`src/hw/rtl/dthb_pkg.sv`:
```
// Package for the date to hours since base block.
// Holds the item types, the register indexes and the calendar constants.
// No dependencies.
package dthb_pkg;

    typedef struct packed {
        logic [13:0] year;
        logic [3:0]  month;
        logic [4:0]  day;
        logic [4:0]  hour;
    } date_t;

    typedef struct packed {
        logic [26:0] elapsed_hours;
        logic        before_base;
    } result_t;

    typedef enum logic [1:0] {
        CFG_BASE_YEAR  = 2'd0,
        CFG_BASE_MONTH = 2'd1,
        CFG_BASE_DAY   = 2'd2,
        CFG_BASE_HOUR  = 2'd3
    } cfg_index_t;

    localparam int unsigned CFG_DATA_W = 14;
    localparam int unsigned HOURS_W    = 28;
    localparam int unsigned DAYS_W     = 23;
    localparam int unsigned ABS_STAGES = 4;

    localparam logic [13:0] BASE_YEAR_RST  = 14'd2025;
    localparam logic [3:0]  BASE_MONTH_RST = 4'd3;
    localparam logic [4:0]  BASE_DAY_RST   = 5'd14;
    localparam logic [4:0]  BASE_HOUR_RST  = 5'd0;

    // floor(x / 25) equals (x * 5243) >> 17 for every x below 8192.
    localparam logic [12:0] RECIP25       = 13'd5243;
    localparam int unsigned RECIP25_SHIFT = 17;

    localparam logic [26:0] HOURS_MAX = 27'h7FF_FFFF;

    // Days in the months before the given one of a common year; month is 1 to 12.
    function automatic logic [8:0] days_before_month(input logic [3:0] month);
        logic [8:0] days;
        case (month)
            4'd1:    days = 9'd0;
            4'd2:    days = 9'd31;
            4'd3:    days = 9'd59;
            4'd4:    days = 9'd90;
            4'd5:    days = 9'd120;
            4'd6:    days = 9'd151;
            4'd7:    days = 9'd181;
            4'd8:    days = 9'd212;
            4'd9:    days = 9'd243;
            4'd10:   days = 9'd273;
            4'd11:   days = 9'd304;
            4'd12:   days = 9'd334;
            default: days = 9'd0;
        endcase
        return days;
    endfunction

endpackage

```
`src/hw/rtl/dthb_abs_hours.sv`:
```
// Four-stage pipe that turns a date and hour into an absolute hour count.
// Each stage loads when its enable bit is high; depends on dthb_pkg.
module dthb_abs_hours import dthb_pkg::*; (
    input  logic                  aclk,
    input  logic [ABS_STAGES-1:0] stage_en,
    input  date_t                 date_in,
    output logic [HOURS_W-1:0]    hours_out
);

    // Stage 1: month clamp, month table and the reciprocal product for year / 100.
    logic [3:0]  month_clamped;
    logic [24:0] prod_next;
    logic [13:0] s1_year_reg;
    logic [11:0] s1_quot4_reg;
    logic [24:0] s1_prod_reg;
    logic [8:0]  s1_dbm_reg;
    logic        s1_late_reg;
    logic [4:0]  s1_day_reg;
    logic [4:0]  s1_hour_reg;

    always_comb begin
        if (date_in.month == 4'd0) begin
            month_clamped = 4'd1;
        end else if (date_in.month > 4'd12) begin
            month_clamped = 4'd12;
        end else begin
            month_clamped = date_in.month;
        end
        prod_next = 25'(date_in.year[13:2]) * 25'(RECIP25);
    end

    always_ff @(posedge aclk) begin
        if (stage_en[0]) begin
            s1_year_reg  <= date_in.year;
            s1_quot4_reg <= date_in.year[13:2];
            s1_prod_reg  <= prod_next;
            s1_dbm_reg   <= days_before_month(month_clamped);
            s1_late_reg  <= (month_clamped > 4'd2);
            s1_day_reg   <= date_in.day;
            s1_hour_reg  <= date_in.hour;
        end
    end

    // Stage 2: leap-year test, closed-form leap-day count and 365 days a year.
    logic [7:0]  cent;
    logic [12:0] cent_x25;
    logic        div100;
    logic        leap;
    logic [12:0] ceil4;
    logic [8:0]  ceil100;
    logic [6:0]  ceil400;
    logic [12:0] corr_next;
    logic [22:0] y365_next;
    logic [22:0] s2_y365_reg;
    logic [12:0] s2_corr_reg;
    logic        s2_extra_reg;
    logic [8:0]  s2_dbm_reg;
    logic [4:0]  s2_day_reg;
    logic [4:0]  s2_hour_reg;

    always_comb begin
        cent     = s1_prod_reg[RECIP25_SHIFT+7:RECIP25_SHIFT];
        cent_x25 = 13'(cent) * 13'd25;
        div100   = (s1_year_reg[1:0] == 2'd0) && (cent_x25 == 13'(s1_quot4_reg));
        leap     = (s1_year_reg[1:0] == 2'd0) && (!div100 || (cent[1:0] == 2'd0));
        // Ceilings of year/4, year/100 and year/400 count the multiples below the year.
        ceil4    = 13'(s1_quot4_reg) + 13'(s1_year_reg[1:0] != 2'd0);
        ceil100  = 9'(cent) + 9'(!div100);
        ceil400  = 7'(cent[7:2]) + 7'(!(div100 && (cent[1:0] == 2'd0)));
        corr_next = ceil4 - 13'(ceil100) + 13'(ceil400);
        y365_next = 23'(s1_year_reg) * 23'd365;
    end

    always_ff @(posedge aclk) begin
        if (stage_en[1]) begin
            s2_y365_reg  <= y365_next;
            s2_corr_reg  <= corr_next;
            s2_extra_reg <= s1_late_reg && leap;
            s2_dbm_reg   <= s1_dbm_reg;
            s2_day_reg   <= s1_day_reg;
            s2_hour_reg  <= s1_hour_reg;
        end
    end

    // Stage 3: day count.
    logic [DAYS_W-1:0] days_next;
    logic [DAYS_W-1:0] s3_days_reg;
    logic [4:0]        s3_hour_reg;

    assign days_next = s2_y365_reg + DAYS_W'(s2_corr_reg) + DAYS_W'(s2_dbm_reg)
                     + DAYS_W'(s2_day_reg) + DAYS_W'(s2_extra_reg);

    always_ff @(posedge aclk) begin
        if (stage_en[2]) begin
            s3_days_reg <= days_next;
            s3_hour_reg <= s2_hour_reg;
        end
    end

    // Stage 4: hour count.
    logic [HOURS_W-1:0] hours_next;
    logic [HOURS_W-1:0] s4_hours_reg;

    assign hours_next = HOURS_W'(s3_days_reg) * HOURS_W'(24) + HOURS_W'(s3_hour_reg);

    always_ff @(posedge aclk) begin
        if (stage_en[3]) begin
            s4_hours_reg <= hours_next;
        end
    end

    assign hours_out = s4_hours_reg;

endmodule

```
`src/hw/rtl/date_to_hours_since_base.sv`:
```
// Top level: whole hours from a configurable base instant to each input date.
// Uses dthb_pkg and two dthb_abs_hours pipes, one for items and one for the base.
//
//   port group     dir   handshake            payload
//   s_             in    s_valid / s_ready    date_t   (year, month, day, hour)
//   m_             out   m_valid / m_ready    result_t (elapsed_hours, before_base)
//   cfg_           in    cfg_valid/cfg_ready  cfg_index, cfg_data (base registers)
//
// One item per cycle while the output is not stalled: the accepting edge loads the first
// of four conversion stages, and the compare and subtract register follows the fourth.
// Reset empties the pipe and sets the base to 2025-03-14 hour 0; the base hour
// count settles once a reset or a register write has passed through the base pipe.
// A stall holds each occupied stage; empty stages still fill behind it.
module date_to_hours_since_base import dthb_pkg::*; (
    input  logic                  aclk,
    input  logic                  aresetn,
    input  logic                  s_valid,
    output logic                  s_ready,
    input  date_t                 s_data,
    output logic                  m_valid,
    input  logic                  m_ready,
    output result_t               m_data,
    input  logic                  cfg_valid,
    output logic                  cfg_ready,
    input  cfg_index_t            cfg_index,
    input  logic [CFG_DATA_W-1:0] cfg_data
);

    // Base registers.
    logic [13:0] base_year_reg;
    logic [3:0]  base_month_reg;
    logic [4:0]  base_day_reg;
    logic [4:0]  base_hour_reg;
    date_t       base_date;

    assign cfg_ready = 1'b1;

    always_ff @(posedge aclk) begin
        if (!aresetn) begin
            base_year_reg  <= BASE_YEAR_RST;
            base_month_reg <= BASE_MONTH_RST;
            base_day_reg   <= BASE_DAY_RST;
            base_hour_reg  <= BASE_HOUR_RST;
        end else if (cfg_valid && cfg_ready) begin
            case (cfg_index)
                CFG_BASE_YEAR:  base_year_reg  <= cfg_data[13:0];
                CFG_BASE_MONTH: base_month_reg <= cfg_data[3:0];
                CFG_BASE_DAY:   base_day_reg   <= cfg_data[4:0];
                CFG_BASE_HOUR:  base_hour_reg  <= cfg_data[4:0];
                default: ;
            endcase
        end
    end

    assign base_date = '{year: base_year_reg, month: base_month_reg,
                         day: base_day_reg, hour: base_hour_reg};

    // Valid bits and per-stage ready for the item pipe.
    logic [ABS_STAGES-1:0] valid_reg;
    logic [ABS_STAGES-1:0] valid_next;
    logic [ABS_STAGES-1:0] stage_ready;
    logic                  out_ready;

    assign out_ready = !m_valid || m_ready;
    assign s_ready   = stage_ready[0];

    always_comb begin
        stage_ready[ABS_STAGES-1] = !valid_reg[ABS_STAGES-1] || out_ready;
        for (int k = ABS_STAGES - 2; k >= 0; k--) begin
            stage_ready[k] = !valid_reg[k] || stage_ready[k+1];
        end
        valid_next[0] = stage_ready[0] ? s_valid : valid_reg[0];
        for (int k = 1; k < ABS_STAGES; k++) begin
            valid_next[k] = stage_ready[k] ? valid_reg[k-1] : valid_reg[k];
        end
    end

    always_ff @(posedge aclk) begin
        if (!aresetn) begin
            valid_reg <= '0;
        end else begin
            valid_reg <= valid_next;
        end
    end

    logic [HOURS_W-1:0] item_hours;
    logic [HOURS_W-1:0] base_hours;

    dthb_abs_hours u_item_hours (
        .aclk      (aclk),
        .stage_en  (stage_ready),
        .date_in   (s_data),
        .hours_out (item_hours)
    );

    // The base pipe runs freely, so it holds the current base once a change has passed through it.
    dthb_abs_hours u_base_hours (
        .aclk      (aclk),
        .stage_en  ({ABS_STAGES{1'b1}}),
        .date_in   (base_date),
        .hours_out (base_hours)
    );

    // Output stage: difference, sign and saturation.
    logic [HOURS_W-1:0] diff;
    result_t            result_next;
    logic               m_valid_reg;
    result_t            m_data_reg;

    always_comb begin
        diff = item_hours - base_hours;
        if (item_hours < base_hours) begin
            result_next.elapsed_hours = '0;
            result_next.before_base   = 1'b1;
        end else if (diff[HOURS_W-1]) begin
            result_next.elapsed_hours = HOURS_MAX;
            result_next.before_base   = 1'b0;
        end else begin
            result_next.elapsed_hours = diff[HOURS_W-2:0];
            result_next.before_base   = 1'b0;
        end
    end

    always_ff @(posedge aclk) begin
        if (!aresetn) begin
            m_valid_reg <= 1'b0;
        end else if (out_ready) begin
            m_valid_reg <= valid_reg[ABS_STAGES-1];
        end
    end

    always_ff @(posedge aclk) begin
        if (out_ready) begin
            m_data_reg <= result_next;
        end
    end

    assign m_valid = m_valid_reg;
    assign m_data  = m_data_reg;

endmodule
```
`config.mk`:
```
export PLATFORM = sky130hd
export DESIGN_NAME = date_to_hours_since_base
export DESIGN_NICKNAME = d
export VERILOG_FILES = /design/src/hw/rtl/dthb_pkg.sv /design/src/hw/rtl/dthb_abs_hours.sv /design/src/hw/rtl/date_to_hours_since_base.sv
export SDC_FILE = /design/constraint.sdc
export NUM_CORES = 1
export LEC_CHECK = 0
export ABC_AREA = 1
export ABC_CLOCK_PERIOD_IN_PS = 9500
export BUFFER_PORTS_ARGS = -buffer_cell sky130_fd_sc_hd__buf_4
export CAP_MARGIN = 20
export CORE_MARGIN = 3
export CORE_UTILIZATION = 60
export DETAILED_ROUTE_END_ITERATION = 8
export PLACE_DENSITY = 0.87
export SLEW_MARGIN = 20
export SYNTH_ARGS = -nofsm -noshare
export SYNTH_HDL_FRONTEND = slang
export SYNTH_SLANG_ARGS = --single-unit
```
`constraint.sdc`:
```
create_clock -name aclk -period 9.5 [get_ports aclk]
set_input_delay 0.475 -clock aclk [delete_from_list [all_inputs] [get_ports aclk]]
set_output_delay 0.475 -clock aclk [all_outputs]
set_load 0.02 [all_outputs]
```
**After elaboration in Yosys (flattened, before gate mapping)**

Memory sizes are Yosys's and may differ from the RTL's. A register that Yosys moved wholly into a read port is not among the register bits.
Cells that the tools add are included.

- Memories: 2
- Memory bits (read-only): 288
- Output and inout bits: 31
- Bits in registers: 409
- Input port bits: 49

- Muxes and demuxes: 5
- $add $sub $neg: 21
- Equal/unequal tests: 5
- Order comparisons: 5
- Multipliers: 8
- Reductions and logical operators: 37

Memory list:

| name | depth | bits a word | read ports | clocked after memory_dff | write ports | RTL line | RTL |
|---|---|---|---|---|---|---|---|
| (name not given) | 16 | 9 | 1 | 1 | 0 | dthb_pkg.sv:44 | `case (month)` |
| (name not given) | 16 | 9 | 1 | 1 | 0 | dthb_pkg.sv:44 |  |

Operators by type and width:

| operator | count |
|---|---|
| 28-bit by 5-bit adder with 28-bit output | 2 |
| 12-bit by 13-bit multiplier with 25-bit output, second input constant | 2 |
| 23-bit by 2-bit multiplier with 25-bit output, second input constant | 2 |
| 23-bit by 1-bit adder with 23-bit output | 2 |
| 23-bit by 13-bit adder with 23-bit output | 2 |
| 23-bit by 5-bit adder with 23-bit output | 2 |
| 23-bit by 9-bit adder with 23-bit output | 2 |
| 14-bit by 9-bit multiplier with 23-bit output, second input constant | 2 |
| 28-bit < comparator | 1 |
| 28-bit 2-to-1 mux | 1 |
| 28-bit subtractor | 1 |
| 12-bit by 1-bit adder with 13-bit output | 2 |
| 13-bit by 7-bit adder with 13-bit output | 2 |
| 13-bit by 12-bit equality test with 1-bit output | 2 |
| 8-bit by 5-bit multiplier with 13-bit output, second input constant | 2 |
| 13-bit by 9-bit subtractor with 13-bit output | 2 |
| 8-bit by 1-bit adder with 9-bit output | 2 |
| 4-bit 2-to-1 mux | 4 |
| 6-bit by 1-bit adder with 7-bit output | 2 |
| 2-bit logical NOT | 5 |
| 1-bit logical NOT | 9 |
| 4-bit by 2-bit greater-than comparator with 1-bit output, second input constant | 2 |
| 4-bit greater-than comparator, second input constant | 2 |
| 1-bit logical AND | 8 |
| other kinds (6) | 18 |

**Depth between registers and ports, before layout**

Gate-level depths: netlist (run 1).

- Word-level depth: 7
- Mapped depth: 28
- Depth with buffers taken out: 28

**Modules after synthesis**

From an unflattened synthesis (run 1), not the netlist that was laid out.

- Cells, all modules: 3976
- Area total of the unflattened synthesis: 35495.3 um^2

Modules (own cells, without submodules):

| module | cells each | instances | seq. area each (um^2) | area each (um^2) |
|---|---|---|---|---|
| dthb_abs_hours at u_item_hours | 1626 | 1 | 4624.4 | 15507.4 |
| dthb_abs_hours at u_base_hours | 1629 | 1 | 4624.4 | 15262.1 |
| date_to_hours_since_base | 721 | 1 | 1501.4 | 4725.8 |

**Least setup slack after synthesis (run 1)**

OpenSTA, ideal clock, no wires.

- Path kind: register -> register
- From: reg u_item_hours.s1_prod_reg[20]
- To: reg u_item_hours.s2_corr_reg[11], data pin
- Library setup time: 260 ps
- Data required time: 9240 ps
- Period minus slack after synthesis: 5748 ps
- Stages on the path, launching flop included: 25
- Path slack: 3752 ps
- Arrival time: 5488 ps
- Cell sequence: edfxtp_1 > ha_1 > ha_1 > fa_1 > ha_1 > a21oi_1 > nand2_1 > a21oi_1 > xor2_1 > xor2_1 > nand4_1 > fa_1 > fa_1 > inv_1 > fa_1 > ha_1 > fa_1 > nand3_1 > nand2_1 > nand2_1 > o211ai_1 > a21oi_1 > nor2_1 > nor2_1 > xor2_1

- Longest elaborated chain between the ends: 7

RTL lines:

| item | RTL line | RTL |
|---|---|---|
| start: declaration | dthb_abs_hours.sv:15 | `logic [24:0] s1_prod_reg;` |
| start signal: assignment | dthb_abs_hours.sv:36 | `s1_prod_reg <= prod_next;` |
| 8-bit by 5-bit multiplier with 13-bit output | dthb_abs_hours.sv:63 | `cent_x25 = 13'(cent) * 13'd25;` |
| 13-bit by 12-bit equality test with 1-bit output | dthb_abs_hours.sv:64 | `div100 = (s1_year_reg[1:0] == 2'd0) && (cent_x25 == 13'(s1_quot4_reg));` |
| 1-bit logical AND | dthb_abs_hours.sv:64 |  |
| 1-bit logical NOT or 1-bit logical AND (tied branches) | dthb_abs_hours.sv:68, dthb_abs_hours.sv:69 |  |
| 8-bit by 1-bit adder with 9-bit output or 1-bit logical NOT (tied branches) | dthb_abs_hours.sv:68, dthb_abs_hours.sv:69 |  |
| 13-bit by 9-bit subtractor with 13-bit output or 6-bit by 1-bit adder with 7-bit output (tied branches) | dthb_abs_hours.sv:70, dthb_abs_hours.sv:69 |  |
| 13-bit by 7-bit adder with 13-bit output * | dthb_abs_hours.sv:70 | `corr_next = ceil4 - 13'(ceil100) + 13'(ceil400);` |
| named net u_item_hours.corr_next[11] | dthb_abs_hours.sv:52 | `logic [12:0] corr_next;` |
| end signal: assignment | dthb_abs_hours.sv:77 | `s2_corr_reg <= corr_next;` |
| end: declaration | dthb_abs_hours.sv:55 | `logic [12:0] s2_corr_reg;` |

Mark *: on every way through the listed nets, which the timed path passes. The rest lies on a longest branch.
A chain may end at the register's enable or synchronous reset.

**Final worst setup path (run 1)**

- From: reg u_base_hours.s1_prod_reg[20]
- To: reg u_base_hours.s2_corr_reg[11]

- Longest elaborated chain between the ends: 7

RTL lines:

| item | RTL line |
|---|---|
| start: declaration | dthb_abs_hours.sv:15 |
| start signal: assignment | dthb_abs_hours.sv:36 |
| 8-bit by 5-bit multiplier with 13-bit output | dthb_abs_hours.sv:63 |
| 13-bit by 12-bit equality test with 1-bit output | dthb_abs_hours.sv:64 |
| 1-bit logical AND | dthb_abs_hours.sv:64 |
| 1-bit logical NOT or 1-bit logical AND (tied branches) | dthb_abs_hours.sv:68, dthb_abs_hours.sv:69 |
| 8-bit by 1-bit adder with 9-bit output or 1-bit logical NOT (tied branches) | dthb_abs_hours.sv:68, dthb_abs_hours.sv:69 |
| 13-bit by 9-bit subtractor with 13-bit output or 6-bit by 1-bit adder with 7-bit output (tied branches) | dthb_abs_hours.sv:70, dthb_abs_hours.sv:69 |
| 13-bit by 7-bit adder with 13-bit output * | dthb_abs_hours.sv:70 |
| named net u_base_hours.corr_next[11] | dthb_abs_hours.sv:52 |
| end signal: assignment | dthb_abs_hours.sv:77 |
| end: declaration | dthb_abs_hours.sv:55 |

Marks and branches as above.

==> summary.txt, run 1 <==
Endpoints failing hold -> 0
Met1 Track Usage GR -> 31.5%
Nets@finish -> 4758
Post-route ant nets -> 0
Worst Reg-to-Reg Cells -> 26
Post-CTS sizing -> 0
Setup violators final -> 0
Number of synthesized flops with an enable pin -> 182
GPL Wtd Cong -> 0.944
Clock skew -> 0.0298 ns
Fin crit share -> 66.3%
Synth Net Count -> 4647
Die area -> 58100 sq um
Initial antenna violation count -> 0
Crit end category -> flip-flop
Number of I/O pins -> 80
Most used routing layer -> met2
Mapped Cells -> 3827
Maximum fanout along the worst path -> 5
Most common cell after layout, fill and taps aside -> inv_1
Complex-gate fraction of the synthesized area -> 6.85%
Async SR Flop Fraction -> 0%
Cell taking the most area after synthesis -> ha_1
Slew HR -> 45.8%
Worst Path Arrival -> 6.78 ns
Synth top area cells -> ha_1 20%, edfxtp_1 16%, fa_1 14%
Post-synthesis mux area share -> 0%
Vias per Instance -> 5.46
Fmax -> 159 MHz
Diodes inserted -> 0
Die height -> 241 microns
Slew @ Worst Pin -> 0.813 ns
DRC Markers -> 0
Filler Cell Count -> 4082
FP Rows -> 85
Final Max Tran Viols -> 0
WL final -> 73700 microns
CTS tree -> built
Drt pass-1 iters -> 6
Largest net degree at the start of global routing -> 57
Most frequent cells in the layout -> 751 x inv_1, 729 x nand2_1, 532 x ha_1, 239 x fa_1, 227 x nor2_1
CORE AREA -> 54200 sq um
Die boundary width -> 241 microns
Port Buffers -> 78
CTS max path bufs -> 3
Post-synthesis adder-cell area fraction -> 34.5%
Initial Util -> 61.2%
Yosys cell types -> 52
Max-Cap Viols -> 0
Top-area cell type share of the netlist area -> 20.1%
Synth Area in Simple Gates -> 17.0%
Fin Setup TNS -> 0 ns
Vias in the first global route -> 25.9k
Fraction of layout cells with a size suffix above 1 -> 5.99%
Largest family of logic cells by synthesized area -> adder cells
Synth Area in XOR/XNOR -> 5.04%
H-tree depth -> 2
RSZ-0062 raised after global routing -> no
Root Buffer -> clkbuf_16
Clk_lat worst skew -> 0.59 ns
Worst endpoint required time -> 9.98 ns
Syn-to-layout area delta -> 9.05%
Sequential area share after synthesis -> 27.8%
GR Layer Usage met2 -> 47.5%
Met3 Use GR -> 3.68%
CP Class -> reg2reg
Worst min path class -> in2reg
GRT overflow -> 0
Starting DRT DRC Count -> 1694
Mean Syn Cell Area -> 8.67 sq um
Hold-fix buffers, CTS -> 0
Yosys warns -> 0
Min cycle time layout -> 6.30 ns
Num CTS Buffers -> 42
Overall routing resource usage -> 25.9%
Num Clock Sinks -> 369
CP Launch Type -> flip-flop
WL per Instance -> 15.8 microns
HPWL after detailed placement -> 59100 microns
WHS Path Cells -> 1
Synthesized cell area -> 33200 sq um
First-pass GRT wire length -> 122000 microns
Worst-path clk slew -> 0.07 ns
Status -> complete, no violations
Via count of the routed design -> 25.5k
Post-CTS Setup Repair Bufs -> 0
Main flop type after synthesis -> dfxtp_1
FF+latch count, synth -> 369
[cells by family (layout without fill, tap and decap cells)]
logic type | after synthesis | in the layout
xor+xnor | 189 | 189
other cells | 1 | 1
simple gates | 1298 | 1298
fa+ha+maj | 771 | 771
flops | 369 | 369
compound gates | 421 | 421
buf+inv | 778 | 923
[routing by layer]
| metal | up-vias | routed length, microns |
|---|---|---|
| met5 | - | 0 |
| met4 | 0 | 2130 |
| met3 | 168 | 3800 |
| met2 | 749 | 37000 |
| met1 | 12000 | 30800 |
| li1 | 12600 | - |
[area by class of cell]
class,instances,area (sq um),share of cell area [%]
timing repair buffer,84,648,1.79
inverter,761,2860,7.90
clock buffer,60,1290,3.58
clock inverter,18,262,0.723
multi-input combinational,2680,21000,58.1
sequential,369,9210,25.5
tap,696,871,2.41
[Yosys cell counts (all sizes together) (7+ instances only)]
cell / n
xnor2: 50
clkbuf: 11
o211ai: 12
nand4: 45
nand2: 760
dfxtp: 187
fa: 239
edfxtp: 182
and2: 7
nor2: 247
o21ai: 138
nor3: 34
inv: 760
xor2: 139
nand3: 189
o21bai: 11
ha: 532
a21oi: 219
a21o: 12
[worst paths after layout]
kind / slack (ns) / from / end
max: 3.20 / u_base_hours.s1_prod_reg[20] / u_base_hours.s2_corr_reg[11]
min: 0.05 / s_data[14] / u_item_hours.s1_year_reg[0]
max reg2reg: 3.20 / u_base_hours.s1_prod_reg[20] / u_base_hours.s2_corr_reg[11]
min reg2reg: 0.33 / u_base_hours.s2_hour_reg[3] / u_base_hours.s3_hour_reg[3]
[worst max-delay path, cell delays in order (launching register included)]
cell and delay [ns]:
dfxtp_1 0.44, ha_1 0.28, ha_1 0.29, fa_1 0.44
ha_1 0.39, nand3_1 0.12, nand2_1 0.08, nand2_1 0.07
o21ai_0 0.29, xor2_1 0.17, nand3_1 0.09, nor2_1 0.14
nand3_1 0.19, fa_1 0.53, fa_1 0.40, fa_1 0.47
inv_1 0.08, ha_1 0.17, inv_1 0.06, fa_1 0.48
o31ai_1 0.38, nand2_1 0.09, o211ai_1 0.13, a21oi_1 0.11
nor2_1 0.09, nor2_1 0.06, xnor2_1 0.13
[per-stage QoR]
step                hold slack (ns)  area [sq um]  setup slack, ns  utilization (%)  cells
floorplan                     0.310         33200             3.75                -   3827
detailed placement            0.312         34600             3.28             63.8   4589
global placement              0.310         34600             3.41             63.8   4589
global route                 0.0338         36200             2.76             66.7   4668
finish                       0.0540         36200             3.20             66.7   4668
CTS                          0.0219         36100             3.18             66.6   4667
Power of run 1 is not shown: default switching activity piles up to over one toggle a cycle in this logic, so the estimate is an artifact.
==> run 2, diff against run 1 <==
- ABC_AREA: 1 -> 0
- ABC_CLOCK_PERIOD_IN_PS: 9500 -> 5100
- CORE_UTILIZATION: 60 -> 58
- PLACE_DENSITY: 0.87 -> 0.88
- clock period: 9.5 -> 5.1 ns (I/O delays scaled with it)
==> run 2 against run 1 <==
  * The run now ends with setup timing left
  * Sequential share of layout area increased by 0.61 points
  * Synthesized cell count decreased by 24%
  * Hold slack got worse by 0.025 ns
  * Routed wire length increased by 6.4%
  * Cell count decreased by 17%
  * Register-to-register slack got worse by 5.0 ns
  * Fmax decreased by 8.6%
  * Utilization increased by 1.6 points
  * Global-route usage decreased by 0.58 points
  * Critical path type unchanged
  * Critical endpoint is now u_item_hours.s2_corr_reg[11]
==> summary.txt, run 2 <==
Slowest CP cell -> fa_1
Flop-to-flop setup slack -> -1.79 ns (-4.99 ns)
Num CTS Buffers -> 40 (-4.8%)
FP Rows -> 83 (-2.4%)
Most common cell after layout, fill and taps aside -> ha_1
Largest family of logic cells by synthesized area -> adder cells
CP Launch Type -> flip-flop
Die area -> 55600 sq um (-4.3%)
Pre-CTS worst setup slack -> -1.49 ns (-4.77 ns)
Root Buffer -> clkbuf_16
Worst hold slack -> 0.0291 ns (-0.0249 ns)
Post-synth top cells -> 532 x ha_1, 484 x inv_1, 239 x fa_1, 187 x dfxtp_1, 182 x edfxtp_1
Starting DRT DRC Count -> 1833 (+8.2%)
Worst endpoint required time -> 5.45 ns (-4.53 ns)
Cell taking the most area after synthesis -> ha_1
Synth Net Count -> 3733 (-20%)
Main flop type after synthesis -> dfxtp_1
DRC Markers -> 0 (unchanged)
Most frequent cells in the layout -> 505 x ha_1, 475 x inv_1, 224 x fa_1, 199 x buf_4, 182 x edfxtp_1
Final WS setup -> -1.79 ns (-4.99 ns)
Mean Syn Cell Area -> 10.5 sq um (+21%)
Fin Setup TNS -> -21.18 ns (-21.18 ns)
Post-route ant nets -> 0 (unchanged)
FF-to-FF End -> u_item_hours.s2_corr_reg[11]
WL per Instance -> 20.2 microns (+28%)
Port Buffers -> 78 (unchanged)
FF+latch count, synth -> 369 (unchanged)
Min cycle time layout -> 6.89 ns (+0.592 ns)
Worst Path Arrival -> 7.24 ns (+0.46 ns)
H-tree depth -> 2 (unchanged)
Crit end category -> flip-flop
First-pass GRT wire length -> 116000 microns (-4.8%)
CORE AREA -> 51800 sq um (-4.5%)
Number of I/O pins -> 80 (unchanged)
Fraction of layout cells with a size suffix above 1 -> 13.6% (+7.6 points)
Initial antenna violation count -> 0 (unchanged)
Drt pass-1 iters -> 9 (+3)
Nets@finish -> 3991 (-16%)
WHS Path Cells -> 2 (+1)
Fin crit share -> 135% (+69 points)
Die height -> 236 microns (-2.2%)
Worst-path clk slew -> 0.06 ns (about the same)
GRT overflow -> 0 (unchanged)
Synth top area cells -> ha_1 22%, edfxtp_1 18%, fa_1 16%
CTS tree -> built
WHS Endpoint -> base_month_reg[0]
Maximum fanout along the worst path -> 3 (-2)
Yosys cell types -> 89 (+71%)
Initial Util -> 59.1% (-2.0 points)
Largest net degree at the start of global routing -> 57 (unchanged)
Diodes inserted -> 0 (unchanged)
Fmax -> 145 MHz (-8.6%)
Die boundary width -> 236 microns (-2.2%)
Failing checks -> setup timing
Max-Cap Viols -> 0 (unchanged)
Vias per Instance -> 5.92 (+8.6%)
RSZ-0062 raised after global routing -> yes
Async SR Flop Fraction -> 0% (unchanged)
CTS max path bufs -> 3 (unchanged)
Sequential area share after synthesis -> 30.0% (+2.3 points)
Clk_lat worst skew -> 0.59 ns (about the same)
Via count of the routed design -> 23.0k (-9.7%)
Hold path startpoint -> aresetn
Top-area cell type share of the netlist area -> 21.7% (+1.6 points)
Slew @ Worst Pin -> 0.999 ns (+0.186 ns)
Synthesized cell area -> 30700 sq um (-7.6%)
Overall routing resource usage -> 25.4% (-0.58 points)
CP max stage delay -> 0.56 ns (+0.03 ns)
Complex-gate fraction of the synthesized area -> 10.5% (+3.6 points)
Final Max Tran Viols -> 0 (unchanged)
Post-synthesis adder-cell area fraction -> 37.3% (+2.8 points)
Setup violators final -> 24 (+24)
Clock skew -> 0.0304 ns (+0.000604 ns)
RR Startpoint -> u_item_hours.s1_prod_reg[20]
Synth Area in Simple Gates -> 8.73% (-8.3 points)
Yosys warns -> 0 (unchanged)
Mapped Cells -> 2913 (-24%)
Most common cell in the netlist -> ha_1
HPWL after detailed placement -> 51400 microns (-13%)
Synth Area in XOR/XNOR -> 6.26% (+1.2 points)
CP Class -> reg2reg
Post-synthesis mux area share -> 0.833% (+0.83 points)
WL final -> 78400 microns (+6.4%)
GPL Wtd Cong -> 0.886 (-6.2%)
Endpoints failing hold -> 0 (unchanged)
Syn-to-layout area delta -> 15.5%
Worst min path class -> in2reg
Number of synthesized flops with an enable pin -> 182 (unchanged)
Status -> complete, but fails checks
Num Clock Sinks -> 369 (unchanged)
Vias in the first global route -> 23.6k (-8.9%)
Slew HR -> 33.1% (-13 points)
Worst Reg-to-Reg Cells -> 28 (+7.7%)
==> run 2: changes by cell type in the layout (fill, tap and decap cells not counted), moves of 41 or more <==
cell / change
a21oi_1: -98
buf_4: +116
inv_1: -276
nand2_1: -601
nand3_1: -134
nor2_1: -94
nor2b_1: +41
o21ai_0: -54
xnor2_1: +81
xor2_1: -61
==> run 2: timing repair <==
action	CTS	global route
gates resized for setup	47	80
endpoints found under the setup margin	28	42
buffers inserted	24	21
cloned	0	0
hold endpoints to repair	46	0
pin swaps	53	75
hold buffers	37	0
==> run 2: critical path: cells and delay by family (launching register included) <==
family	cells	cell delay, ns
xor gates and xnor gates	2	0.21
adders and majority gates	9	3.21
DFF	1	0.44
AOI/OAI and AO/OA	9	1.42
buffers and inverters	4	0.46
and+or+nand+nor	4	0.91
==> run 2: routing by layer <==
metal / global-route usage [%] / up-vias / share of wire, %
met5: 0 / - / 0
met4: 9.99 / 0 / 5.8
met3: 3.66 / 362 / 7.0
met2: 44.9 / 1101 / 49
met1: 31.2 / 11100 / 38
li1: - / 10500 / -
==> run 2: how the worst max path moves through the flow <==
stage / slack [ns] / start / cells after the start / end
2_1_floorplan: -1.10 / u_item_hours.s1_prod_reg[20] / 28 / u_item_hours.s2_corr_reg[11]
3_3_place_gp: -1.18 / u_item_hours.s1_prod_reg[20] / 28 / u_item_hours.s2_corr_reg[11]
3_5_place_dp: -1.49 / u_item_hours.s1_prod_reg[20] / 28 / u_item_hours.s2_corr_reg[11]
4_1_cts: -1.36 / u_item_hours.s1_prod_reg[19] / 28 / u_item_hours.s2_corr_reg[11]
5_1_grt: -1.90 / u_item_hours.s1_prod_reg[20] / 28 / u_item_hours.s2_corr_reg[11]
6_report: -1.79 / u_item_hours.s1_prod_reg[20] / 28 / u_item_hours.s2_corr_reg[11]
==> run 2: per-stage QoR <==
| step | utilization [%] | instances | cell area (sq um) |
|---|---|---|---|
| finish | 68.3 | 3883 | 35400 |
| global route | 68.3 | 3883 | 35400 |
| CTS | 67.5 | 3872 | 35000 |
| detailed placement | 63.5 | 3744 | 32900 |
| global placement | 63.5 | 3744 | 32900 |
| floorplan | - | 2913 | 30800 |
==> run 2: cell families after synthesis <==
logic type,count (synthesis)
compound gates,487
xor+xnor,219
fa+ha+maj,771
buf+inv,513
flops,369
mux,24
other cells,1
simple gates,529
==> run 2: area by class of cell <==
class	instances	area, sq um
inverter	484	1820
multi-input combinational	2031	20200
sequential	369	9230
timing repair buffer	245	1980
clock inverter	17	134
fill	3262	16400
tap	680	851
clock buffer	57	1160
Power of run 2 is left out for the same reason.
